==> src/vector3_normalize_fixed_core_macros.svh <==
// Assertion helpers shared by the vector normalization RTL.
`ifndef VECTOR3_NORMALIZE_FIXED_CORE_MACROS_SVH
`define VECTOR3_NORMALIZE_FIXED_CORE_MACROS_SVH

// Same-cycle implication, checked while out of reset.
`define VNF_ASSERT_NOW(lbl, ante, cons) \
    lbl: assert property (@(posedge clk) disable iff (!rst_n) (ante) |-> (cons)) \
        else $error("vector normalize check failed");

// Next-cycle implication, checked while out of reset.
`define VNF_ASSERT_NEXT(lbl, ante, cons) \
    lbl: assert property (@(posedge clk) disable iff (!rst_n) (ante) |=> (cons)) \
        else $error("vector normalize check failed");

`endif

==> src/vnf_pkg.sv <==
`timescale 1ns / 1ps
// ============================================================================
// vnf_pkg
// Shared constants and types of the fixed-point vector normalizer.
// ============================================================================
package vnf_pkg;

    // The squared length is scaled by 2^LEN_SHIFT before the square root,
    // which gives the length LEN_HALF fraction bits more than the input.
    localparam int LEN_SHIFT = 16;
    localparam int LEN_HALF  = 8;

    // Per-item sign and zero information that travels beside the data.
    typedef struct packed {
        logic neg_x;
        logic neg_y;
        logic neg_z;
        logic zero;
    } vnf_flags_t;

    localparam int FLAGS_W = $bits(vnf_flags_t);

endpackage

==> src/vnf_front.sv <==
`timescale 1ns / 1ps
// ============================================================================
// vnf_front
// Magnitudes, squares, sum of squares and a pipelined integer square root.
// ============================================================================
module vnf_front
    import vnf_pkg::*;
#(
    parameter int IN_WIDTH = 16
)
(
    input  logic                         clk,
    input  logic                         rst_n,
    input  logic                         in_valid,
    output logic                         in_ready,
    input  logic [IN_WIDTH-1:0]          in_x,
    input  logic [IN_WIDTH-1:0]          in_y,
    input  logic [IN_WIDTH-1:0]          in_z,
    output logic                         out_valid,
    input  logic                         out_ready,
    output logic [IN_WIDTH-1:0]          out_mag_x,
    output logic [IN_WIDTH-1:0]          out_mag_y,
    output logic [IN_WIDTH-1:0]          out_mag_z,
    output vnf_flags_t                   out_flags,
    output logic [IN_WIDTH+LEN_HALF-1:0] out_root
);

    localparam int SW = 2 * IN_WIDTH;
    localparam int VW = SW + LEN_SHIFT;
    localparam int NB = IN_WIDTH + LEN_HALF;
    localparam int RW = NB + 2;

    logic                en;
    logic [IN_WIDTH-1:0] in_c [3];
    logic [IN_WIDTH-1:0] mag_c [3];
    logic [2:0]          neg_c;

    logic                va_reg;
    logic [IN_WIDTH-1:0] mag_a_reg [3];
    logic [2:0]          neg_a_reg;

    logic                vb_reg;
    logic [SW-1:0]       sq_b_reg [3];
    logic [IN_WIDTH-1:0] mag_b_reg [3];
    logic [2:0]          neg_b_reg;

    logic                vld_reg  [NB+1];
    logic [VW-1:0]       val_reg  [NB+1];
    logic [RW-1:0]       rem_reg  [NB+1];
    logic [NB-1:0]       root_reg [NB+1];
    logic [IN_WIDTH-1:0] mag_reg  [NB+1][3];
    vnf_flags_t          flg_reg  [NB+1];

    logic [SW-1:0]       sum;

    // The whole pipe moves together; it only holds when its last slot is blocked.
    assign en       = !vld_reg[NB] || out_ready;
    assign in_ready = en;

    assign in_c[0] = in_x;
    assign in_c[1] = in_y;
    assign in_c[2] = in_z;

    always_comb
    begin
        for (int c = 0; c < 3; c++)
        begin
            neg_c[c] = in_c[c][IN_WIDTH-1];
            mag_c[c] = neg_c[c] ? (~in_c[c] + 1'b1) : in_c[c];
        end
    end

    assign sum = sq_b_reg[0] + sq_b_reg[1] + sq_b_reg[2];

    always_ff @(posedge clk or negedge rst_n)
    begin
        if (!rst_n)
        begin
            va_reg     <= 1'b0;
            vb_reg     <= 1'b0;
            vld_reg[0] <= 1'b0;
        end
        else if (en)
        begin
            va_reg     <= in_valid;
            vb_reg     <= va_reg;
            vld_reg[0] <= vb_reg;
        end
    end

    always_ff @(posedge clk)
    begin
        if (en)
        begin
            neg_a_reg <= neg_c;
            neg_b_reg <= neg_a_reg;
            for (int c = 0; c < 3; c++)
            begin
                mag_a_reg[c]  <= mag_c[c];
                sq_b_reg[c]   <= SW'(mag_a_reg[c]) * SW'(mag_a_reg[c]);
                mag_b_reg[c]  <= mag_a_reg[c];
                mag_reg[0][c] <= mag_b_reg[c];
            end
            val_reg[0]  <= {sum, {LEN_SHIFT{1'b0}}};
            rem_reg[0]  <= '0;
            root_reg[0] <= '0;
            flg_reg[0]  <= '{neg_x: neg_b_reg[0], neg_y: neg_b_reg[1],
                             neg_z: neg_b_reg[2], zero: (sum == '0)};
        end
    end

    // One result bit of the square root per stage, restoring method.
    genvar k;
    generate
        for (k = 0; k < NB; k++)
        begin : g_sqrt
            logic [RW-1:0] rem_sh;
            logic [RW-1:0] trial;
            logic          take;

            assign rem_sh = {rem_reg[k][RW-3:0], val_reg[k][VW-1 -: 2]};
            assign trial  = {root_reg[k], 2'b01};
            assign take   = (rem_sh >= trial);

            always_ff @(posedge clk or negedge rst_n)
            begin
                if (!rst_n)
                begin
                    vld_reg[k+1] <= 1'b0;
                end
                else if (en)
                begin
                    vld_reg[k+1] <= vld_reg[k];
                end
            end

            always_ff @(posedge clk)
            begin
                if (en)
                begin
                    val_reg[k+1]  <= val_reg[k] << 2;
                    rem_reg[k+1]  <= take ? (rem_sh - trial) : rem_sh;
                    root_reg[k+1] <= {root_reg[k][NB-2:0], take};
                    flg_reg[k+1]  <= flg_reg[k];
                    for (int c = 0; c < 3; c++)
                    begin
                        mag_reg[k+1][c] <= mag_reg[k][c];
                    end
                end
            end
        end
    endgenerate

    assign out_valid = vld_reg[NB];
    assign out_mag_x = mag_reg[NB][0];
    assign out_mag_y = mag_reg[NB][1];
    assign out_mag_z = mag_reg[NB][2];
    assign out_flags = flg_reg[NB];
    assign out_root  = root_reg[NB];

endmodule

==> config.mk <==
export PLATFORM = sky130hd
export DESIGN_NAME = vnf_front
export DESIGN_NICKNAME = d
export VERILOG_FILES = /design/src/vector3_normalize_fixed_core_macros.svh /design/src/vnf_pkg.sv /design/src/vnf_front.sv
export SDC_FILE = /design/constraint.sdc
export NUM_CORES = 2
export LEC_CHECK = 0
export BUFFER_PORTS_ARGS = -buffer_cell sky130_fd_sc_hd__buf_2
export CORE_ASPECT_RATIO = 1.5
export CORE_MARGIN = 2
export CORE_UTILIZATION = 36
export DETAILED_ROUTE_END_ITERATION = 16
export PLACE_DENSITY = 0.62
export SLEW_MARGIN = 10
export SYNTH_ARGS = -nofsm -noshare
export SYNTH_HDL_FRONTEND = slang
export SYNTH_SLANG_ARGS = --single-unit
==> constraint.sdc <==
create_clock -name clk -period 71.4 [get_ports clk]
set_clock_uncertainty 0.15 [all_clocks]
set_input_delay 10.71 -clock clk [delete_from_list [all_inputs] [get_ports clk]]
set_output_delay 10.71 -clock clk [all_outputs]
set_load 0.005 [all_outputs]
=== After elaboration in Yosys (flattened, before gate mapping) ===
Memory sizes are Yosys's and may differ from the RTL's.
Index checks and enable logic that the tools add are counted.

* Add/subtract/negate cells: 29
* Multipliers: 3
* Magnitude comparators: 24
* Multiplexer cells: 29
* Bitwise logic cells: 3
* Reductions and logical operators: 3

{| class="wikitable"
|+ Operators by type and width
! kind !! number
|-
| >= comparator 26 bit || 24
|-
| 2-to-1 mux 26 bit || 24
|-
| subtractor 26 bit || 24
|-
| multiplier 16 x 16 -> 32 bit || 3
|-
| adder 32 bit || 2
|-
| adder 16 x 1 -> 16 bit, second input constant || 3
|-
| 2-to-1 mux 16 bit || 3
|-
| inverter 16 bit || 3
|-
| zero test 32 bit || 1
|-
| 2-to-1 mux 1 bit || 2
|-
| zero test 1 bit || 1
|-
| logical OR 1 bit || 1
|}

* Register bits: 33
* Bits in writable memories: 3892
* Input port bits: 52
* Output and inout bits: 78
* Logic and storage cells: 128
* Memories kept: 8

{| class="wikitable"
|+ Memory list
! memory !! depth !! bits a word !! read ports !! clocked after memory_dff !! wr ports !! RTL line !! text
|-
| mag_reg || 25 || 48 || 25 || 0 || 25 || vnf_front.sv:51 || <nowiki>logic [IN_WIDTH-1:0] mag_reg [NB+1][3];</nowiki>
|-
| val_reg || 25 || 46 || 24 || 0 || 25 || vnf_front.sv:48 || <nowiki>logic [VW-1:0] val_reg [NB+1];</nowiki>
|-
| rem_reg || 25 || 26 || 24 || 0 || 25 || vnf_front.sv:49 || <nowiki>logic [RW-1:0] rem_reg [NB+1];</nowiki>
|-
| root_reg || 25 || 24 || 25 || 0 || 25 || vnf_front.sv:50 || <nowiki>logic [NB-1:0] root_reg [NB+1];</nowiki>
|-
| flg_reg || 25 || 4 || 25 || 0 || 25 || vnf_front.sv:52 || <nowiki>vnf_flags_t flg_reg [NB+1];</nowiki>
|-
| sq_b_reg || 3 || 32 || 3 || 0 || 3 || vnf_front.sv:43 || <nowiki>logic [SW-1:0] sq_b_reg [3];</nowiki>
|-
| 2 more memories || -- || -- || -- || -- || -- || -- ||
|}

=== Depth between registers and ports, before layout ===
* Word-level depth: 4
* Gate-level depth with buffers: 25
* Depth with buffers taken out: 24

=== Worst setup path before layout ===
OpenSTA, ideal clock, no wires.

* Path kind: input to output
* Start point: input out_ready
* End point: output in_ready
* Data arrival time: 60.603 ns
* Data required time: 60.540 ns
* Slack: -0.063 ns
* Cell stages on the path: 4
* Buffers on the path: 2
* Cells stage by stage: nor2b_1 clkbuf_1 buf_1 inv_1

* Word-level cells in the longest chain between the ends: 1

{| class="wikitable"
|+ RTL lines
! element !! RTL line !! text
|-
| from (decl) || vnf_front.sv:20 || <nowiki>input logic out_ready,</nowiki>
|-
| logical OR 1 bit || vnf_front.sv:57 || <nowiki>assign en = !vld_reg[NB] || out_ready;</nowiki>
|-
| to (decl) || vnf_front.sv:15 || <nowiki>output logic in_ready,</nowiki>
|}

No other way between the ends.

=== Worst setup path in the final report ===
Ends and elaborated chain as after synthesis.

==> flow_metrics.env <==
export IMPL_synth_warnings=0
export IMPL_finalCritPeriodShare=0.318
export IMPL_cts_buffers=249
export IMPL_cts_tree="built"
export IMPL_start_util=0.361
export IMPL_status="finished, final reports clean"
export IMPL_finalWorstSetupSlack_ns=48.69
export IMPL_synthDistinctLibCells=90
export IMPL_period_needed_ns=22.71
export IMPL_yosysSeqAreaShare=0.632
export IMPL_syn_mean_instance_area_um2=14.3
export IMPL_antenna_found_initial=5
export IMPL_hold_depth=0
export IMPL_via_count=65375
export IMPL_rsz0062_at_grt="false"
export IMPL_core_um2=342000
export IMPL_met2_wirelength_mm=123
export IMPL_drv_cap=0
export IMPL_relSlewSlack=0.267
export IMPL_cp_max_fo=28
export IMPL_io_pins=130
export IMPL_firstDrtPassIters=7
export IMPL_routabilityCongestion=0.886
export IMPL_setup_viol=0
export IMPL_cts_root_buf="clkbuf_16"
export IMPL_largest_reg_flops=1200
export IMPL_post_drt_wl_per_cell_um=15.8
export IMPL_die_h_um=722
export IMPL_nNetsFinal=10160
export IMPL_layout_drive_gt1_share=0.0797
export IMPL_gr_usage_all_layers=0.123
export IMPL_hp_class="flip-flop to flip-flop"
export IMPL_cts_hold_buf=0
export IMPL_seq_area_um2=78100
export IMPL_clk_pin_slew_ns=0.06
export IMPL_drt_antenna_violating_nets=0
export IMPL_n_fill_cell=31051
export IMPL_finalSetupTns_ns=0
export IMPL_routed_wl_mm=216
export IMPL_die_x_um=482
export IMPL_max_freq_mhz=44.0
export IMPL_multi_input_area_um2=40700
export IMPL_drtIter0Drc=3394
export IMPL_overflow=0
export IMPL_portBuffers=129
export IMPL_synth_area_um2=124000
export IMPL_post_cts_buffers=0
export IMPL_routed_via_density=4.78
export IMPL_drc_errors=0
export IMPL_synth_edf_count=2578
export IMPL_synth_top_cell_by_area="edfxtp_1"
export IMPL_tightest_slew_ns=1.10
export IMPL_yosys_area_top_type_share=0.626
export IMPL_htreeDepth=4
export IMPL_syn_inst=8648
export IMPL_r2r_cells=21
export IMPL_met3_length_mm=6.96
export IMPL_post_cts_resized=0
export IMPL_area_growth_pct=11.7
export IMPL_grt_pass1_wl_mm=347
export IMPL_cts_sinks=2605
export IMPL_clk_latency_ns=0.91
export IMPL_rows=263
export IMPL_clockBufferDepth=4
export IMPL_worst_endpoint_arrival_ns=11.85
export IMPL_dp_final_hpwl_mm=155
export IMPL_path_class="input pin to output port"
export IMPL_ys_flop_type="edfxtp_1"
export IMPL_ys_async_sr_fraction=0.0104
export IMPL_grt_pass1_vias=69968
export IMPL_cp_required_ns=60.54
export IMPL_synth_seq_cells=2605
export IMPL_highest_layer="met4"
export IMPL_grt_max_degree=193
export IMPL_worstSetupStartpointType="input pin"
export IMPL_ys_top_cells_by_area="edfxtp_1 (63%), fa_1 (8.5%), ha_1 (6.4%), inv_1 (3.5%), xnor2_1 (2.3%)"
export IMPL_slew_viol_final=0
export IMPL_place_ws_ns=48.61
export IMPL_final_hold_viol_count=0
export IMPL_cp_end_kind="output port"
export IMPL_die_area_um2=348000
export IMPL_wl_met1_mm=72.2
layout make-up:
class | count | share of cell area
clock inverter | 170 | 0.0128
sequential | 2605 | 0.566
clock buffer | 287 | 0.0466
antenna | 7 | 0.000127
inverter | 1163 | 0.0316
tap | 4505 | 0.0408
timing repair buffer | 181 | 0.00780
multi-input combinational | 4748 | 0.295
critical path, stage by stage:
cell        delay (ns)
buf_2             0.10
nor2b_2           0.09
buf_4             0.33
clkinvlp_4        0.14
buf_4             0.24
buf_2             0.18
synth_stat cells, drive strengths merged, types with 68 or more instances:
| library cell | count |
|---|---|
| a21o | 134 |
| a21oi | 357 |
| and2 | 147 |
| clkbuf | 123 |
| edfxtp | 2578 |
| fa | 524 |
| ha | 636 |
| inv | 1163 |
| mux2 | 102 |
| nand2 | 501 |
| nand2b | 78 |
| nand3 | 105 |
| nor2 | 399 |
| nor3 | 131 |
| nor4 | 68 |
| o21a | 74 |
| o21ai | 247 |
| xnor2 | 329 |
| xor2 | 201 |
per-stage QoR:
step           cell area, um2   util  instances  hold WS [ns]
2_1_floorplan          124000      -       8651         0.250
3_3_place_gp           130000  0.380      13201         0.250
3_5_place_dp           130000  0.380      13201         0.255
4_1_cts                138000  0.404      13658         0.173
5_1_grt                138000  0.404      13664         0.185
6_report               138000  0.404      13666         0.177
cell families after synthesis:
kind of cell,Yosys count,synth area share
muxes,104,0.00946
and+or+nand+nor,1782,0.0720
AOI/OAI and AO/OA,1168,0.0603
buffers and inverters,1298,0.0395
other,1,0.0000303
adders and majority gates,1160,0.149
DFF,2605,0.632
xor gates and xnor gates,530,0.0376
layer usage:
metal / vias to the layer above / track usage
met1: 32182 / 0.114
met4: 0 / 0.0766
met5: - / 0
li1: 31342 / -
met3: 658 / 0.0180
met2: 1193 / 0.245
worst paths after layout:
| kind | endpoint | slack (ns) | startpoint |
|---|---|---|---|
| worst max-delay path | in_ready | 48.69 | out_ready |
| worst min-delay path | mag_reg[1][92] | 0.18 | mag_reg[1][44] |
| worst max register to register | sq_b_reg[0][31] | 63.89 | mag_a_reg[0][3] |
| worst min register to register | mag_reg[1][92] | 0.18 | mag_reg[1][44] |
| max in group asynchronous | vld_reg[19] | 61.04 | rst_n |
| min in group asynchronous | vld_reg[18] | 9.68 | rst_n |
cell usage in the layout, fill, tap and decap left out, drive strengths merged, types with 19 or more instances in the layout:
cell | netlist | routed
edfxtp | 2578 | 2578
clkbuf | 123 | 287
nand4b | 19 | 19
nand2 | 501 | 501
o21ai | 247 | 247
inv | 1163 | 1175
a31o | 21 | 21
a31oi | 34 | 34
bufinv | 0 | 31
a21o | 134 | 134
nor3 | 131 | 131
clkinv | 0 | 106
and2 | 147 | 147
nor4 | 68 | 68
xnor2 | 329 | 329
fa | 524 | 524
or2 | 27 | 27
clkinvlp | 0 | 21
nand3b | 22 | 22
xor2 | 201 | 201
nor2b | 61 | 61
and3 | 34 | 34
mux2 | 102 | 102
nor2 | 399 | 399
o21bai | 45 | 45
ha | 636 | 636
o31ai | 51 | 51
dfrtp | 27 | 27
nor4b | 19 | 19
or3 | 63 | 63
nand3 | 105 | 105
or4 | 28 | 28
nand4 | 43 | 43
a21oi | 357 | 357
a211oi | 39 | 39
nand2b | 78 | 78
o21a | 74 | 74
buf | 12 | 181
a21boi | 19 | 19
Power is left out: the tool's default activity adds up to more than one toggle a clock period on the data nets, which glitch-free logic cannot reach.
