==> config.mk <==
export PLATFORM = sky130hd
export DESIGN_NAME = vnf_queue
export DESIGN_NICKNAME = d
export VERILOG_FILES = /design/src/vector3_normalize_fixed_core_macros.svh /design/src/vnf_pkg.sv /design/src/vnf_queue.sv
export SDC_FILE = /design/constraint.sdc
export NUM_CORES = 1
export LEC_CHECK = 0
export ABC_AREA = 1
export BUFFER_PORTS_ARGS = -buffer_cell sky130_fd_sc_hd__clkbuf_2
export CORE_MARGIN = 5
export CORE_UTILIZATION = 30
export DETAILED_ROUTE_END_ITERATION = 8
export PLACE_DENSITY_LB_ADDON = 0.15
export SLEW_MARGIN = 0
export SYNTH_ARGS = -nofsm -noshare
export SYNTH_HDL_FRONTEND = slang
export SYNTH_SLANG_ARGS = --single-unit
export TNS_END_PERCENT = 20
==> constraint.sdc <==
create_clock -name clk -period 8.6 [get_ports clk]
set_input_delay 1.72 -clock clk [delete_from_list [all_inputs] [get_ports clk]]
set_output_delay 1.72 -clock clk [all_outputs]
set_load 0.01 [all_outputs]
==> src/vector3_normalize_fixed_core_macros.svh <==
// Assertion helpers shared by the vector normalization RTL.
`ifndef VECTOR3_NORMALIZE_FIXED_CORE_MACROS_SVH
`define VECTOR3_NORMALIZE_FIXED_CORE_MACROS_SVH

// Same-cycle implication, checked while out of reset.
`define VNF_ASSERT_NOW(lbl, ante, cons) \
    lbl: assert property (@(posedge clk) disable iff (!rst_n) (ante) |-> (cons)) \
        else $error("vector normalize check failed");

// Next-cycle implication, checked while out of reset.
`define VNF_ASSERT_NEXT(lbl, ante, cons) \
    lbl: assert property (@(posedge clk) disable iff (!rst_n) (ante) |=> (cons)) \
        else $error("vector normalize check failed");

`endif

==> src/vnf_pkg.sv <==
`timescale 1ns / 1ps
// ============================================================================
// vnf_pkg
// Shared constants and types of the fixed-point vector normalizer.
// ============================================================================
package vnf_pkg;

    // The squared length is scaled by 2^LEN_SHIFT before the square root,
    // which gives the length LEN_HALF fraction bits more than the input.
    localparam int LEN_SHIFT = 16;
    localparam int LEN_HALF  = 8;

    // Per-item sign and zero information that travels beside the data.
    typedef struct packed {
        logic neg_x;
        logic neg_y;
        logic neg_z;
        logic zero;
    } vnf_flags_t;

    localparam int FLAGS_W = $bits(vnf_flags_t);

endpackage

==> src/vnf_queue.sv <==
`timescale 1ns / 1ps
// ============================================================================
// vnf_queue
// Small register FIFO that separates the root pipe from the divider pipe.
// ============================================================================
module vnf_queue
    import vnf_pkg::*;
#(
    parameter int WIDTH = 64,
    parameter int DEPTH = 2
)
(
    input  logic             clk,
    input  logic             rst_n,
    input  logic             in_valid,
    output logic             in_ready,
    input  logic [WIDTH-1:0] in_data,
    output logic             out_valid,
    input  logic             out_ready,
    output logic [WIDTH-1:0] out_data
);

    localparam int PW = (DEPTH > 1) ? $clog2(DEPTH) : 1;
    localparam int CW = $clog2(DEPTH + 1);

    logic [WIDTH-1:0] entry_reg [DEPTH];
    logic [PW-1:0]    wr_ptr_reg, wr_ptr_next;
    logic [PW-1:0]    rd_ptr_reg, rd_ptr_next;
    logic [CW-1:0]    count_reg, count_next;
    logic             push, pop;

    assign in_ready  = (count_reg != CW'(DEPTH));
    assign out_valid = (count_reg != '0);
    assign out_data  = entry_reg[rd_ptr_reg];
    assign push      = in_valid && in_ready;
    assign pop       = out_valid && out_ready;

    always_comb
    begin
        wr_ptr_next = wr_ptr_reg;
        rd_ptr_next = rd_ptr_reg;
        count_next  = count_reg;
        if (push)
        begin
            wr_ptr_next = (wr_ptr_reg == PW'(DEPTH - 1)) ? '0 : wr_ptr_reg + 1'b1;
        end
        if (pop)
        begin
            rd_ptr_next = (rd_ptr_reg == PW'(DEPTH - 1)) ? '0 : rd_ptr_reg + 1'b1;
        end
        if (push && !pop)
        begin
            count_next = count_reg + 1'b1;
        end
        else if (pop && !push)
        begin
            count_next = count_reg - 1'b1;
        end
    end

    always_ff @(posedge clk or negedge rst_n)
    begin
        if (!rst_n)
        begin
            wr_ptr_reg <= '0;
            rd_ptr_reg <= '0;
            count_reg  <= '0;
        end
        else
        begin
            wr_ptr_reg <= wr_ptr_next;
            rd_ptr_reg <= rd_ptr_next;
            count_reg  <= count_next;
        end
    end

    always_ff @(posedge clk)
    begin
        if (push)
        begin
            entry_reg[wr_ptr_reg] <= in_data;
        end
    end

endmodule

Word-level counts from Yosys, hierarchy flattened:

Memory sizes are Yosys's and may differ from the RTL's.
Index checks and enable logic that the tools add are counted.

* add/sub/neg operators: 4
* equal/unequal tests: 1
* muxes and demuxes: 6
* reductions and logical operators: 8

Operators by type and width (number)
* $logic_and 1x1->1: 4
* $mux 1: 4
* $mux 2: 2
* $reduce_bool 2->1: 2
* $add 1x1->1 const B: 2
* $add 2x1->2 const B: 1
* $logic_not 1->1: 2
* $ne 2x2->1 const B: 1
* $sub 2x1->2 const B: 1

* register bits: 4
* memory bits (writable): 128
* input bits: 68
* output and inout port bits: 66
* logic and storage cells: 23
* memories: 1

Memory list
* entry_reg: depth 2, width 64, rd ports 1, clocked after Yosys merged registers in 0, write ports 1, line vnf_queue.sv:26 `logic [WIDTH-1:0] entry_reg [DEPTH];`

Logic depth before layout (Yosys ltp):

Gate-level depths: netlist of the first run.

* word-level depth: 6
* depth in mapped cells: 10
* mapped depth without buffers: 10

Least setup slack after synthesis of the first run:

No wires, ideal clock.

* path type: in2reg
* start: input port in_valid
* end: memory entry_reg[0][0], enable pin
* library setup time: 0.486 ns
* data arrival time: 4.506 ns
* setup slack: 3.608 ns
* stages: 2
* cell sequence: nand2_1 nor2_1

* longest elaborated chain between the ends: 3

Ends and longest elaborated chain
* start, declared: line vnf_queue.sv:15 `input logic in_valid,`
* $logic_and 1x1->1: line vnf_queue.sv:35 `assign push = in_valid && in_ready;`
* $mux 1: line vnf_queue.sv:79 `if (push)`
* $mux 1 (not written as such): line vnf_queue.sv:81 `entry_reg[wr_ptr_reg] <= in_data;`
* end, declared: line vnf_queue.sv:26

Every way passes these cells.

Worst setup path in the final report of the first run:

* start: register rd_ptr_reg
* end: output port out_data[4]

* longest elaborated chain between the ends: 1

Ends and longest elaborated chain
* start, declared: line vnf_queue.sv:28 `logic [PW-1:0] rd_ptr_reg, rd_ptr_next;`
* start signal, assigned: line vnf_queue.sv:72 `rd_ptr_reg <= rd_ptr_next;`
* $mem_v2 2x64
* end, declared: line vnf_queue.sv:20 `output logic [WIDTH-1:0] out_data`

Every way passes these cells.

==> impl_metrics.json, run 1 <==
{
  "final_common_cell": "nand2_1",
  "min_to": "count_reg[0]",
  "vias_per_cell": 4.15,
  "clk_latency_ns": 0.41,
  "die-area_mm2": 0.0189,
  "grt_max_degree": 66,
  "slew_headroom": 0.379,
  "gp_congestion": 0.680,
  "cpMaxStageDelayCell": "buf_4",
  "final-hold-violation-count": 0,
  "p_int_mw": 1.51,
  "synth_compound_area_frac": 0,
  "synth_adder_area_share": 0.00257,
  "seqPwrFrac": 0.406,
  "fp.dieH_um": 137,
  "worst-path-max-fanout": 47,
  "cp-startpoint": "rd_ptr_reg",
  "ios": 134,
  "cts_setup_buffers": 0,
  "ys_seq_area_frac": 0.809,
  "clockBufferDepth": 2,
  "grtUsageTotal": 0.119,
  "remaining_drc_errors": 0,
  "cp-start-kind": "flop",
  "htreeDepth": 4,
  "core.rowCount": 46,
  "routedWlPerCell_um": 14.7,
  "synth_top_family_by_area": "simple AND/OR/NAND/NOR gates",
  "yosys.area_share.simple": 0.161,
  "worstSetupPathType": "reg -> out",
  "crit_chain": "inv_2 > buf_4 > nand2_1 > nand2_1 > clkbuf_2",
  "required_ns": 6.88,
  "hp-start": "count_reg[0]",
  "maxSlewViolCount": 0,
  "synth_mux_area_frac": 0,
  "yosys_warnings": 0,
  "swShare": 0.332,
  "final_area_mm2": 0.00631,
  "final_nets": 574,
  "routed_wl_um": 10800,
  "grt_pass1_vias": 3128,
  "r2r_start": "count_reg[0]",
  "worst_slew_pin_slew_ns": 0.931,
  "stdcell_count": 733,
  "switching_power_uw": 750,
  "grt_pass1_wl_um": 16400,
  "end_kind": "output pin",
  "initial_core_util": 0.307,
  "largest_register_ffs": 128,
  "place_inst": 702,
  "min_period_ns": 3.75,
  "pwr-share-comb": 0.300,
  "syn-instance-count": 363,
  "period_share": 0.436,
  "p_total_mw": 2.26,
  "powerDensity_mw_per_mm2": 358,
  "cts-buffers-inserted": 17,
  "vdd_ir_drop_max_uv": 150,
  "port_buffers": 133,
  "min_path_type": "reg -> reg",
  "final_cell_mix": "nand2_1, clkbuf_2, edfxtp_1",
  "placed_area_mm2": 0.00576,
  "die_x_um": 137,
  "drv_cap": 0,
  "crit_path_frequent_cell": "nand2_1",
  "worstReg2RegEnd": "entry_reg[1][34]",
  "reg2regPathDepth": 5,
  "p_leak_nw": 2.73,
  "critPathMaxStageDelay_ns": 0.54,
  "r2r_slack_ns": 6.57,
  "synthXorXnorAreaFrac": 0.00360,
  "via_count": 3040,
  "cp.arrival_ns": 2.03,
  "synthesis.nets": 432,
  "finClkSkew_ns": 0.00874,
  "diodes": 0,
  "post_cts_resized": 0,
  "rsz0062_at_grt": "no",
  "setup_violations": 0,
  "mappedNetlistArea_mm2": 0.00487,
  "cts.sinks": 132,
  "dpl.hpwl_um": 6710,
  "grt-ovfl-total": 0,
  "status": "completed",
  "clk_pin_slew_ns": 0.05,
  "fmax_ghz": 0.267,
  "synth.distinct_cells": 13,
  "multiInputGateArea_um2": 827,
  "final_util": 0.397,
  "power_frac_clock": 0.295,
  "cts_hold_buf": 0,
  "cts_root_buf": "clkbuf_16",
  "seq_area_mm2": 0.00395,
  "drive_gt1_frac": 0.323,
  "synth-seq-cells": 132,
  "drt_iter0_drc": 172,
  "syn_area_per_cell_um2": 13.4,
  "cts_tree": "done",
  "fin_setup_tns_ns": 0,
  "antenna_found_initial": 0,
  "core_area_mm2": 0.0159,
  "final.fill_count": 1557,
  "syn_to_final_growth_pct": 29.6,
  "route.antenna.remaining_nets": 0,
  "hold_depth": 1,
  "dr.pass1.iters": 4
}
worst max-delay path, delay by kind of cell (launching register included):
kind / cells / cell delay [ns]
buf+inv: 3 / 0.96
flops: 1 / 0.40
simple gates: 2 / 0.23
synthesized netlist by cell type (all sizes together):
cell type / count / area [um2]
buf: 14 / 90.1
dfrtp: 4 / 100
edfxtp: 128 / 3840
ha: 1 / 12.5
inv: 7 / 26.3
nand2: 202 / 758
nand3: 2 / 10.0
nand4: 1 / 6.26
nor2: 2 / 7.51
xnor2: 1 / 8.76
xor2: 1 / 8.76
routing by layer:
layer	global-route usage	part of all wire	routed length (um)
met2	0.180	0.46	4970
met4	0.0482	0.011	123
met3	0.0511	0.082	890
met1	0.149	0.45	4820
met5	0	0	0
kinds of logic (layout without fill, tap and decap cells):
kind of cell / Yosys count / in the layout
XOR/XNOR: 2 / 2
adder cells (fa/ha/maj): 1 / 1
buffers and inverters: 21 / 175
flip-flops: 132 / 132
AND/OR/NAND/NOR: 207 / 207
how the worst max path moves through the flow:
| stage | end | slack [ns] |
|---|---|---|
| floorplan | entry_reg[0][0] | 3.61 |
| global placement | out_data[56] | 5.27 |
| detailed placement | out_data[56] | 5.23 |
| CTS | out_data[56] | 4.78 |
| global route | out_data[4] | 4.64 |
| finish | out_data[4] | 4.85 |
power groups by stage:
stage               Sequential [mW]  Clock, mW  Combinational, mW
floorplan                     0.934          0              0.410
global placement              0.929          0              0.701
detailed placement            0.931          0              0.704
CTS                           0.919      0.685              0.706
global route                  0.931      0.715              0.766
finish                        0.918      0.666              0.677
through the flow:
step                setup slack (ns)  hold WS, ns
floorplan                       3.61        0.462
global placement                5.27        0.480
detailed placement              5.23        0.491
CTS                             4.78        0.504
global route                    4.64        0.541
finish                          4.85        0.501
final cells by class:
cell class              instances  share of cell area
inverters                       7             0.00416
clock inverters                12              0.0182
well taps                     216              0.0428
repair buffers                137               0.110
clock buffers                  19              0.0686
flip-flops and latches        132               0.625
multi-input cells             210               0.131
(Power assumes the default switching activity.)
==> inputs of run 2 (changes only) <==
clock period = 3.3 ns   (was 8.6 ns; I/O delays follow)
==> impl_metrics.json, run 2 (synthesis results as in run 1) <==
{
  "worstSetupPathType": "reg -> out",
  "core.rowCount": 46,
  "routed_wl_um": 10400,
  "grt_max_degree": 66,
  "p_total_mw": 5.89,
  "fmax_ghz": 0.391,
  "die_x_um": 137,
  "setup_violations": 0,
  "dr.pass1.iters": 4,
  "via_count": 3080,
  "end_kind": "output pin",
  "syn_to_final_growth_pct": 30.1,
  "route.antenna.remaining_nets": 0,
  "drt_iter0_drc": 112,
  "seq_area_mm2": 0.00395,
  "final_cell_mix": "nand2_1, clkbuf_2, edfxtp_1",
  "post_cts_resized": 0,
  "clockBufferDepth": 2,
  "core_area_mm2": 0.0159,
  "cts_tree": "done",
  "cts-buffers-inserted": 17,
  "cts_setup_buffers": 0,
  "grt_pass1_wl_um": 16100,
  "dpl.hpwl_um": 6680,
  "period_share": 0.775,
  "wl_met1_um": 4580,
  "cp-start-kind": "flop",
  "worst_slew_pin_slew_ns": 0.738,
  "multiInputGateArea_um2": 827,
  "place_inst": 704,
  "finClkSkew_ns": 0.00384,
  "wl_met2_um": 4720,
  "initial_core_util": 0.307,
  "gp_congestion": 0.706,
  "min_path_type": "in -> async",
  "stdcell_count": 736,
  "drive_gt1_frac": 0.323,
  "htreeDepth": 4,
  "cts_root_buf": "clkbuf_16",
  "largest_register_ffs": 128,
  "required_ns": 2.64,
  "diodes": 0,
  "place_ws_ns": 1.10,
  "drv_cap": 0,
  "min_period_ns": 2.56,
  "vdd_ir_drop_max_uv": 365,
  "slew_headroom": 0.508,
  "status": "completed",
  "hold_ws_ns": 0.0608,
  "antenna_found_initial": 0,
  "grt_pass1_vias": 3143,
  "routedWlPerCell_um": 14.1,
  "grt-ovfl-total": 0,
  "clk_pin_slew_ns": 0.05,
  "worstReg2RegEnd": "entry_reg[0][14]",
  "final.fill_count": 1564,
  "reg2regPathDepth": 5,
  "vias_per_cell": 4.18,
  "wl_met3_um": 932,
  "final-hold-violation-count": 0,
  "cts_hold_buf": 0,
  "port_buffers": 133,
  "maxSlewViolCount": 0,
  "final_common_cell": "nand2_1",
  "remaining_drc_errors": 0,
  "r2r_slack_ns": 1.53,
  "clk_latency_ns": 0.40,
  "fp.dieH_um": 137,
  "die-area_mm2": 0.0189,
  "powerDensity_mw_per_mm2": 928,
  "rsz0062_at_grt": "no",
  "ios": 134,
  "grtUsageTotal": 0.115,
  "p_leak_nw": 2.74,
  "cp.arrival_ns": 1.90,
  "final_nets": 576,
  "worst-path-max-fanout": 35,
  "finalWorstSetupSlack_ns": 0.743,
  "cts.sinks": 132,
  "r2r_start": "count_reg[0]",
  "top_layer_used": "met4"
}
-- run 2: cell types whose count changed in the layout (fill, tap and decap cells not counted), sizes merged --
cell	previous run	this run
buf	4	6
clkinvlp	2	3
-- run 2: cell type report --
type,instances,area share
clock buffer,19,0.0683
clock inverter,13,0.0184
inverter,7,0.00414
multi-input combinational,210,0.130
sequential,132,0.622
tap,216,0.0426
timing repair buffer,139,0.114
-- run 2: how the worst max path moves through the flow --
stage / start / end / cells past startpoint
after global placement: rd_ptr_reg / out_data[17] / 5
after global routing: rd_ptr_reg / out_data[12] / 5
final: rd_ptr_reg / out_data[12] / 5
after detailed placement: rd_ptr_reg / out_data[12] / 5
after floorplan: in_valid / entry_reg[0][0] / 2
after CTS: rd_ptr_reg / out_data[12] / 5
-- run 2: critical path: stages (launching register included) --
cell	delay (ns)
dfrtp_2	0.40
inv_2	0.49
buf_12	0.27
nand2_1	0.07
nand2_1	0.09
clkbuf_2	0.14
-- run 2: per-layer routing --
metal / track usage / vias up
met3: 0.0489 / 14
met4: 0.0466 / 0
met2: 0.174 / 108
li1: - / 1511
met5: 0 / -
met1: 0.144 / 1447
-- run 2: metrics by stage --
step	cell area (um2)	utilization	setup TNS, ns
after global placement	5790	0.365	0
after floorplan	4870	-	-80.96
final	6340	0.399	0
after global routing	6340	0.399	0
after CTS	6340	0.399	0
after detailed placement	5790	0.365	0
-- run 2: power by group --
| group | total [mW] | internal, mW | switching [mW] |
|---|---|---|---|
| Sequential | 2.39 | 2.30 | 0.0911 |
| Combinational | 1.78 | 0.571 | 1.20 |
| Clock | 1.72 | 1.09 | 0.633 |
