==> config.mk <==
export PLATFORM = sky130hd
export DESIGN_NAME = vnf_back
export DESIGN_NICKNAME = d
export VERILOG_FILES = /design/src/vector3_normalize_fixed_core_macros.svh /design/src/vnf_pkg.sv /design/src/vnf_back.sv
export SDC_FILE = /design/constraint.sdc
export NUM_CORES = 2
export LEC_CHECK = 0
export BUFFER_PORTS_ARGS = -buffer_cell sky130_fd_sc_hd__clkbuf_2
export CAP_MARGIN = 20
export CORE_ASPECT_RATIO = 2
export CORE_UTILIZATION = 40
export CTS_CLUSTER_SIZE = 10
export DETAILED_ROUTE_END_ITERATION = 10
export PLACE_DENSITY_LB_ADDON = 0.05
export SLEW_MARGIN = 5
export SYNTH_ARGS = -nofsm -noshare
export SYNTH_HDL_FRONTEND = slang
export SYNTH_SLANG_ARGS = --single-unit
==> constraint.sdc <==
create_clock -name clk -period 109.1 [get_ports clk]
set_input_delay 21.82 -clock clk [delete_from_list [all_inputs] [get_ports clk]]
set_output_delay 21.82 -clock clk [all_outputs]
set_load 0.05 [all_outputs]
==> src/vector3_normalize_fixed_core_macros.svh <==
// Assertion helpers shared by the vector normalization RTL.
`ifndef VECTOR3_NORMALIZE_FIXED_CORE_MACROS_SVH
`define VECTOR3_NORMALIZE_FIXED_CORE_MACROS_SVH

// Same-cycle implication, checked while out of reset.
`define VNF_ASSERT_NOW(lbl, ante, cons) \
    lbl: assert property (@(posedge clk) disable iff (!rst_n) (ante) |-> (cons)) \
        else $error("vector normalize check failed");

// Next-cycle implication, checked while out of reset.
`define VNF_ASSERT_NEXT(lbl, ante, cons) \
    lbl: assert property (@(posedge clk) disable iff (!rst_n) (ante) |=> (cons)) \
        else $error("vector normalize check failed");

`endif

==> src/vnf_pkg.sv <==
`timescale 1ns / 1ps
// ============================================================================
// vnf_pkg
// Shared constants and types of the fixed-point vector normalizer.
// ============================================================================
package vnf_pkg;

    // The squared length is scaled by 2^LEN_SHIFT before the square root,
    // which gives the length LEN_HALF fraction bits more than the input.
    localparam int LEN_SHIFT = 16;
    localparam int LEN_HALF  = 8;

    // Per-item sign and zero information that travels beside the data.
    typedef struct packed {
        logic neg_x;
        logic neg_y;
        logic neg_z;
        logic zero;
    } vnf_flags_t;

    localparam int FLAGS_W = $bits(vnf_flags_t);

endpackage

==> src/vnf_back.sv <==
`timescale 1ns / 1ps
// ============================================================================
// vnf_back
// Three pipelined restoring dividers, clamp, sign and the output register.
// ============================================================================
module vnf_back
    import vnf_pkg::*;
#(
    parameter int IN_WIDTH      = 16,
    parameter int OUT_FRAC_BITS = 14
)
(
    input  logic                         clk,
    input  logic                         rst_n,
    input  logic                         in_valid,
    output logic                         in_ready,
    input  logic [IN_WIDTH-1:0]          in_mag_x,
    input  logic [IN_WIDTH-1:0]          in_mag_y,
    input  logic [IN_WIDTH-1:0]          in_mag_z,
    input  vnf_flags_t                   in_flags,
    input  logic [IN_WIDTH+LEN_HALF-1:0] in_root,
    output logic                         out_valid,
    input  logic                         out_ready,
    output logic [OUT_FRAC_BITS+1:0]     out_x,
    output logic [OUT_FRAC_BITS+1:0]     out_y,
    output logic [OUT_FRAC_BITS+1:0]     out_z,
    output logic                         out_zero
);

    localparam int NB = IN_WIDTH + LEN_HALF;
    localparam int QB = OUT_FRAC_BITS + 1;
    localparam int DW = NB + 1;
    localparam int OW = OUT_FRAC_BITS + 2;

    localparam logic [QB-1:0] ONE = QB'(1) << OUT_FRAC_BITS;

    logic                en;
    logic [IN_WIDTH-1:0] in_m [3];
    logic                in_n [3];

    logic                vld_reg [QB+1];
    logic [NB-1:0]       den_reg [QB+1];
    logic [DW-1:0]       rem_reg [QB+1][3];
    logic [QB-1:0]       quo_reg [QB+1][3];
    vnf_flags_t          flg_reg [QB+1];

    logic                out_valid_reg;
    logic [OW-1:0]       res_reg [3];
    logic                zero_reg;
    logic [OW-1:0]       res_c   [3];

    assign en       = !out_valid_reg || out_ready;
    assign in_ready = en;

    assign in_m[0] = in_mag_x;
    assign in_m[1] = in_mag_y;
    assign in_m[2] = in_mag_z;

    always_ff @(posedge clk or negedge rst_n)
    begin
        if (!rst_n)
        begin
            vld_reg[0] <= 1'b0;
        end
        else if (en)
        begin
            vld_reg[0] <= in_valid;
        end
    end

    // The low numerator bits are all zero, so the division starts from the
    // magnitude shifted up and then brings in zeros one bit per stage.
    always_ff @(posedge clk)
    begin
        if (en)
        begin
            den_reg[0] <= in_root;
            flg_reg[0] <= in_flags;
            for (int c = 0; c < 3; c++)
            begin
                rem_reg[0][c] <= DW'(in_m[c]) << (LEN_HALF - 1);
                quo_reg[0][c] <= '0;
            end
        end
    end

    genvar k;
    generate
        for (k = 0; k < QB; k++)
        begin : g_div
            logic [DW-1:0] rs   [3];
            logic          take [3];

            always_comb
            begin
                for (int c = 0; c < 3; c++)
                begin
                    rs[c]   = {rem_reg[k][c][DW-2:0], 1'b0};
                    take[c] = (rs[c] >= {1'b0, den_reg[k]});
                end
            end

            always_ff @(posedge clk or negedge rst_n)
            begin
                if (!rst_n)
                begin
                    vld_reg[k+1] <= 1'b0;
                end
                else if (en)
                begin
                    vld_reg[k+1] <= vld_reg[k];
                end
            end

            always_ff @(posedge clk)
            begin
                if (en)
                begin
                    den_reg[k+1] <= den_reg[k];
                    flg_reg[k+1] <= flg_reg[k];
                    for (int c = 0; c < 3; c++)
                    begin
                        rem_reg[k+1][c] <= take[c] ? (rs[c] - {1'b0, den_reg[k]}) : rs[c];
                        quo_reg[k+1][c] <= {quo_reg[k][c][QB-2:0], take[c]};
                    end
                end
            end
        end
    endgenerate

    assign in_n[0] = flg_reg[QB].neg_x;
    assign in_n[1] = flg_reg[QB].neg_y;
    assign in_n[2] = flg_reg[QB].neg_z;

    always_comb
    begin
        for (int c = 0; c < 3; c++)
        begin
            res_c[c] = OW'((quo_reg[QB][c] > ONE) ? ONE : quo_reg[QB][c]);
            if (flg_reg[QB].zero)
            begin
                res_c[c] = '0;
            end
            else if (in_n[c])
            begin
                res_c[c] = ~res_c[c] + 1'b1;
            end
        end
    end

    always_ff @(posedge clk or negedge rst_n)
    begin
        if (!rst_n)
        begin
            out_valid_reg <= 1'b0;
        end
        else if (en)
        begin
            out_valid_reg <= vld_reg[QB];
        end
    end

    always_ff @(posedge clk)
    begin
        if (en)
        begin
            zero_reg <= flg_reg[QB].zero;
            for (int c = 0; c < 3; c++)
            begin
                res_reg[c] <= res_c[c];
            end
        end
    end

    assign out_valid = out_valid_reg;
    assign out_x     = res_reg[0];
    assign out_y     = res_reg[1];
    assign out_z     = res_reg[2];
    assign out_zero  = zero_reg;

endmodule

== Yosys cells after proc, flatten, opt, wreduce, memory -nomap -nowiden ==
Memories as Yosys holds them, arrays and structs flattened.
Index checks and enable logic that the tools add are counted.

* Flip-flop bits (word level): 18
* RAM bits: 2416
* Bits of input ports: 80
* Output and inout port bits: 51
* Word-level logic and storage cells: 180
* Memories: 5

* Add/sub/neg operators: 48
* $lt $le $gt $ge: 48
* Mux-type cells: 56
* Bitwise gates (word level): 3
* Reduce and logical (&&, ||, !) cells: 2

{| class="wikitable"
|+ Memory list
! memory !! depth !! bits a word !! read ports !! clocked after memory_dff !! wr ports !! line !! RTL
|-
| rem_reg || 16 || 75 || 15 || 0 || 16 || vnf_back.sv:43 || <nowiki>logic [DW-1:0] rem_reg [QB+1][3];</nowiki>
|-
| quo_reg || 16 || 45 || 16 || 0 || 16 || vnf_back.sv:44 || <nowiki>logic [QB-1:0] quo_reg [QB+1][3];</nowiki>
|-
| den_reg || 16 || 24 || 15 || 0 || 16 || vnf_back.sv:42 || <nowiki>logic [NB-1:0] den_reg [QB+1];</nowiki>
|-
| flg_reg || 16 || 4 || 16 || 0 || 16 || vnf_back.sv:45 || <nowiki>vnf_flags_t flg_reg [QB+1];</nowiki>
|-
| res_reg || 3 || 16 || 3 || 0 || 3 || vnf_back.sv:48 || <nowiki>logic [OW-1:0] res_reg [3];</nowiki>
|}

{| class="wikitable"
|+ Operator list
! cell !! number
|-
| $ge 25x24->1 || 45
|-
| $mux 25 || 45
|-
| $sub 25x24->25 || 45
|-
| $mux 16 || 6
|-
| $add 16x1->16 const B || 3
|-
| $not 15->16 || 3
|-
| $gt 15x15->1 const B || 3
|-
| $mux 15 || 3
|-
| $mux 1 || 2
|-
| $logic_not 1->1 || 1
|-
| $logic_or 1x1->1 || 1
|}

== Logic depth before layout (Yosys ltp) ==
An unclocked memory read counts as a cell.

* Word-level depth: 7
* Depth in mapped cells: 14
* Mapped depth without buffers: 13

== Worst setup path after synthesis ==
Ideal clock, no wire load.

* Path kind: input to output
* Start: input port out_ready
* End: output port in_ready
* Data arrival time: 58.774 ns
* Required time: 87.280 ns
* Setup slack: 28.506 ns
* Stages: 4
* Path buffers: 2
* Cell sequence: nor2b_1 clkbuf_1 clkbuf_1 inv_1

* Cells in the longest elaborated chain, start to end: 1

{| class="wikitable"
|+ RTL lines
! item !! line !! RTL
|-
| start: declaration || vnf_back.sv:23 || <nowiki>input logic out_ready,</nowiki>
|-
| $logic_or 1x1->1 || vnf_back.sv:52 || <nowiki>assign en = !out_valid_reg || out_ready;</nowiki>
|-
| end: declaration || vnf_back.sv:16 || <nowiki>output logic in_ready,</nowiki>
|}

No other way between the ends.

== Worst setup path after layout ==
Same ends and word-level chain as after synthesis.

==> impl_results.rst <==
.. list-table::
   :header-rows: 1

   * - Metric
     - Value
   * - Result of the run
     - finished, final reports clean
   * - Required time worst endpoint
     - 87280 ps
   * - Clock transition at the registers of the reported paths
     - 60 ps
   * - Total number of vias
     - 87.0k
   * - Number of antenna violations at the first check in global routing
     - 38
   * - Number of nets in the layout
     - 12.4k
   * - Global-route wire length before repair
     - 642000 microns
   * - Sequential standard cell area
     - 57100 sq um
   * - Max-slew headroom
     - 0.0723
   * - Highest-delay cell along the critical path
     - clkbuf_2
   * - Startpoint class of the critical path
     - primary input
   * - Core Area
     - 293000 sq um
   * - Clock sinks
     - 1906
   * - Initial core utilization
     - 0.403
   * - Nature of the critical path endpoint
     - primary output
   * - Shortest clock period the worst path allows after layout
     - 44690 ps
   * - Max stage delay on crit path
     - 350 ps
   * - Cells along the critical path
     - clkbuf_2, nor2b_1, buf_4, inv_8, clkbuf_2
   * - Post-route clock skew
     - 96.6 ps
   * - Global Route met3 Usage
     - 0.0382
   * - Count of unique library cells instantiated by Yosys
     - 92
   * - Post-synthesis instance area
     - 118000 sq um
   * - Final setup violation count
     - 0
   * - Overall Global Routing Usage
     - 0.310
   * - Synth Warn #
     - 0
   * - Post CTS Setup Buffer Count
     - 0
   * - Number of buffers inserted during clock tree synthesis
     - 223
   * - Final routed wire length divided by cell count
     - ~31 microns
   * - Portion of the clock cycle consumed by the worst path in the final layout
     - 0.410
   * - Total Wirelength
     - between 400000 and 500000 microns
   * - Proportion of layout cells with a drive suffix above 1
     - 0.0949
   * - Critical path class
     - primary input to primary output
   * - Arrival @ worst endpoint
     - 22870 ps
   * - Critical Path Fanout Max
     - 18
   * - CP dominant cell by count
     - clkbuf_2
   * - Max Cap Violations
     - 0
   * - Global placer's final weighted congestion
     - 1.06
   * - Total Die Area
     - 298000 sq um
   * - Sum of overflow across all layers after global routing
     - 0
   * - Mean instance size in the synthesized netlist
     - 10.9 sq um
   * - Number of synthesized flops with an enable pin
     - around 1.9k
   * - TritonCTS clock tree
     - done
   * - GR Layer Usage met1
     - 0.174
   * - Drt pass-1 iters
     - 6
   * - Synthesized net count
     - roughly 12k
   * - Number of fill cells
     - 27.6k
   * - Number of buffer cells added on primary ports
     - 130
   * - Xor/xnor cell area share of the yosys netlist
     - 0.0593
   * - Number of flip-flops and latches in the synthesized netlist
     - ~1.9k
   * - Path type of the worst min-delay path
     - flop to flop
   * - Layout-stage area growth over the synthesis result
     - 10.8%
   * - Horiz. Die Dim
     - 386 microns
   * - HPWL after detailed placement
     - a little under 400000 microns
   * - Most used flip-flop cell after synthesis
     - edfxtp_1
   * - Vias per cell
     - around 5.7
   * - Number of levels the H-tree was split into
     - 4
   * - Number of core rows
     - 281
   * - Number of failing hold endpoints at the final stage
     - 0
   * - Routed Antenna Nets
     - 0
   * - Detailed router's first-iteration violation count
     - about 4.1k
   * - Combined area of the multi-input logic cells
     - 58300 sq um
   * - Via count of the first global-routing pass
     - 93.1k
   * - Most common cell after layout, fill and taps aside
     - edfxtp_1
   * - Measured slew at the worst slew-check pin
     - roughly 1400 ps
   * - Max Clock Freq
     - ~22 MHz
   * - Number of buffers on the longest clock path
     - 4
   * - Compound-Gate Fraction of Synth Area
     - 0.159
   * - Number of primary I/O pins
     - 131
   * - Met2 layer usage reported by global route
     - 0.650
   * - Clock latency at the later pin of the worst-skew pair
     - 960 ps
   * - # DRC
     - 0
   * - Hold-fix buffers at CTS
     - 0
   * - Adder-cell share of the synthesized area
     - 0.119
   * - Fin util
     - 0.446
   * - Setup Slack @ Placement
     - 64420 ps
   * - Largest net degree at the start of global routing
     - 164
   * - Final setup slack of the worst path
     - 64410 ps
   * - Most used routing layer in global routing
     - met2
   * - Sequential area share after synthesis
     - 0.484
   * - Simple-gate area share of the yosys netlist
     - 0.115
   * - Floorplan die height
     - 771 microns
   * - Total negative setup slack
     - 0 ps
   * - Most used cells in the layout excluding fill and tap cells
     - 1889 x edfxtp_1, 1057 x ha_1, 915 x a21oi_1
   * - Dominant combinational cell family by area after synthesis
     - compound AO/OA/AOI/OAI gates
   * - Mux contribution to synthesized area
     - 0.0380
   * - Synthesized instance count
     - 10.9k
   * - Max Slew Vio Count
     - 0
   * - Root buffer selected by CTS
     - clkbuf_16
   * - Fraction of registers with async set or reset after synthesis
     - 0.00892
   * - RSZ-0062 raised after global routing
     - no
   * - Resized Gates After CTS
     - 0
   * - Flip-flop count of the largest register, all copies and words added
     - around 1.1k
[cell type report]
cell class,instances,area share
Multi-Input combinational cell,8163,0.446
Timing Repair Buffer,300,0.0153
Clock buffer,255,0.0439
Tap cell,3820,0.0365
Clock inverter,26,0.00166
Inverter,586,0.0169
Sequential cell,1906,0.437
Antenna cell,172,0.00329
[final timing paths]
| path | start | to | slack (ps) | depth (start not counted) |
|---|---|---|---|---|
| hold / removal | quo_reg[0][275]$_DFFE_PP_ | quo_reg[0][321]$_DFFE_PP_ | 380 | 0 |
| setup / recovery | out_ready | in_ready | 64410 | 5 |
| max in group asynchronous | rst_n | vld_reg[2]$_DFFE_PN0P_ | 87970 | 1 |
| hold reg to reg | quo_reg[0][275]$_DFFE_PP_ | quo_reg[0][321]$_DFFE_PP_ | 380 | 0 |
| min in group asynchronous | rst_n | vld_reg[9]$_DFFE_PN0P_ | 20840 | 1 |
| setup reg to reg | out_valid$_DFFE_PN0P_ | rem_reg[6][112]$_DFFE_PP_ | 103060 | 9 |
[worst max-delay path: cells and delay by family]
kind	cells	cell delay, ps
buffers and inverters	4	860
and+or+nand+nor	1	110
[synthesized netlist by cell type (19+ instances only)]
library cell	instances	area [sq um]
o2111ai_1	20	175
nor2_1	787	2950
nor2b_1	179	1120
nor3_1	187	936
or4_1	21	158
a31oi_1	92	576
nand2b_1	175	1090
o31ai_1	71	533
nand2_1	810	3040
nand3b_1	24	180
ha_1	1057	13200
or3_1	66	413
and3_1	88	551
o21bai_1	87	653
edfxtp_1	1889	56700
a21oi_1	918	4590
nor4_1	32	200
xor2_1	351	3070
o21a_1	153	1150
and4_1	22	193
a211o_1	32	280
clkbuf_1	164	616
mux2i_1	27	270
a31o_2	24	210
o31a_1	47	412
a21o_1	347	2610
nand3_1	165	826
or2_2	43	269
mux2_2	375	4220
a21boi_0	25	188
nand4_1	131	820
a311oi_1	24	210
a211oi_1	78	586
xnor2_1	449	3930
and2_1	62	388
inv_1	586	2200
nor3b_1	19	143
a221o_1	24	240
buf_2	36	180
o211ai_1	41	308
fa_1	39	781
o21ai_0	823	4120
[through the flow]
| stage | cells | instance area, sq um | hold WS (ps) |
|---|---|---|---|
| 2_1_floorplan | 10900 | 118000 | 400 |
| 3_3_place_gp | 14800 | 124000 | 401 |
| 3_5_place_dp | 14800 | 124000 | 405 |
| 4_1_cts | 15000 | 130000 | 379 |
| 5_1_grt | 15200 | 131000 | 389 |
| 6_report | 15200 | 131000 | 383 |
[kinds of logic after synthesis]
family,Yosys count
compound gates,3016
simple gates,2849
flops,1906
fa+ha+maj,1096
buf+inv,802
xor+xnor,800
mux,402
[layer usage]
| layer | up-vias | part of all wire |
|---|---|---|
| met5 | - | 0.00015 |
| met4 | 12 | 0.16 |
| met3 | 1506 | 0.025 |
| met2 | 2181 | 0.59 |
| met1 | 42100 | 0.22 |
| li1 | 41200 | - |
Power is left out: the tool's default activity adds up to more than one toggle a clock period on the data nets, which glitch-free logic cannot reach.
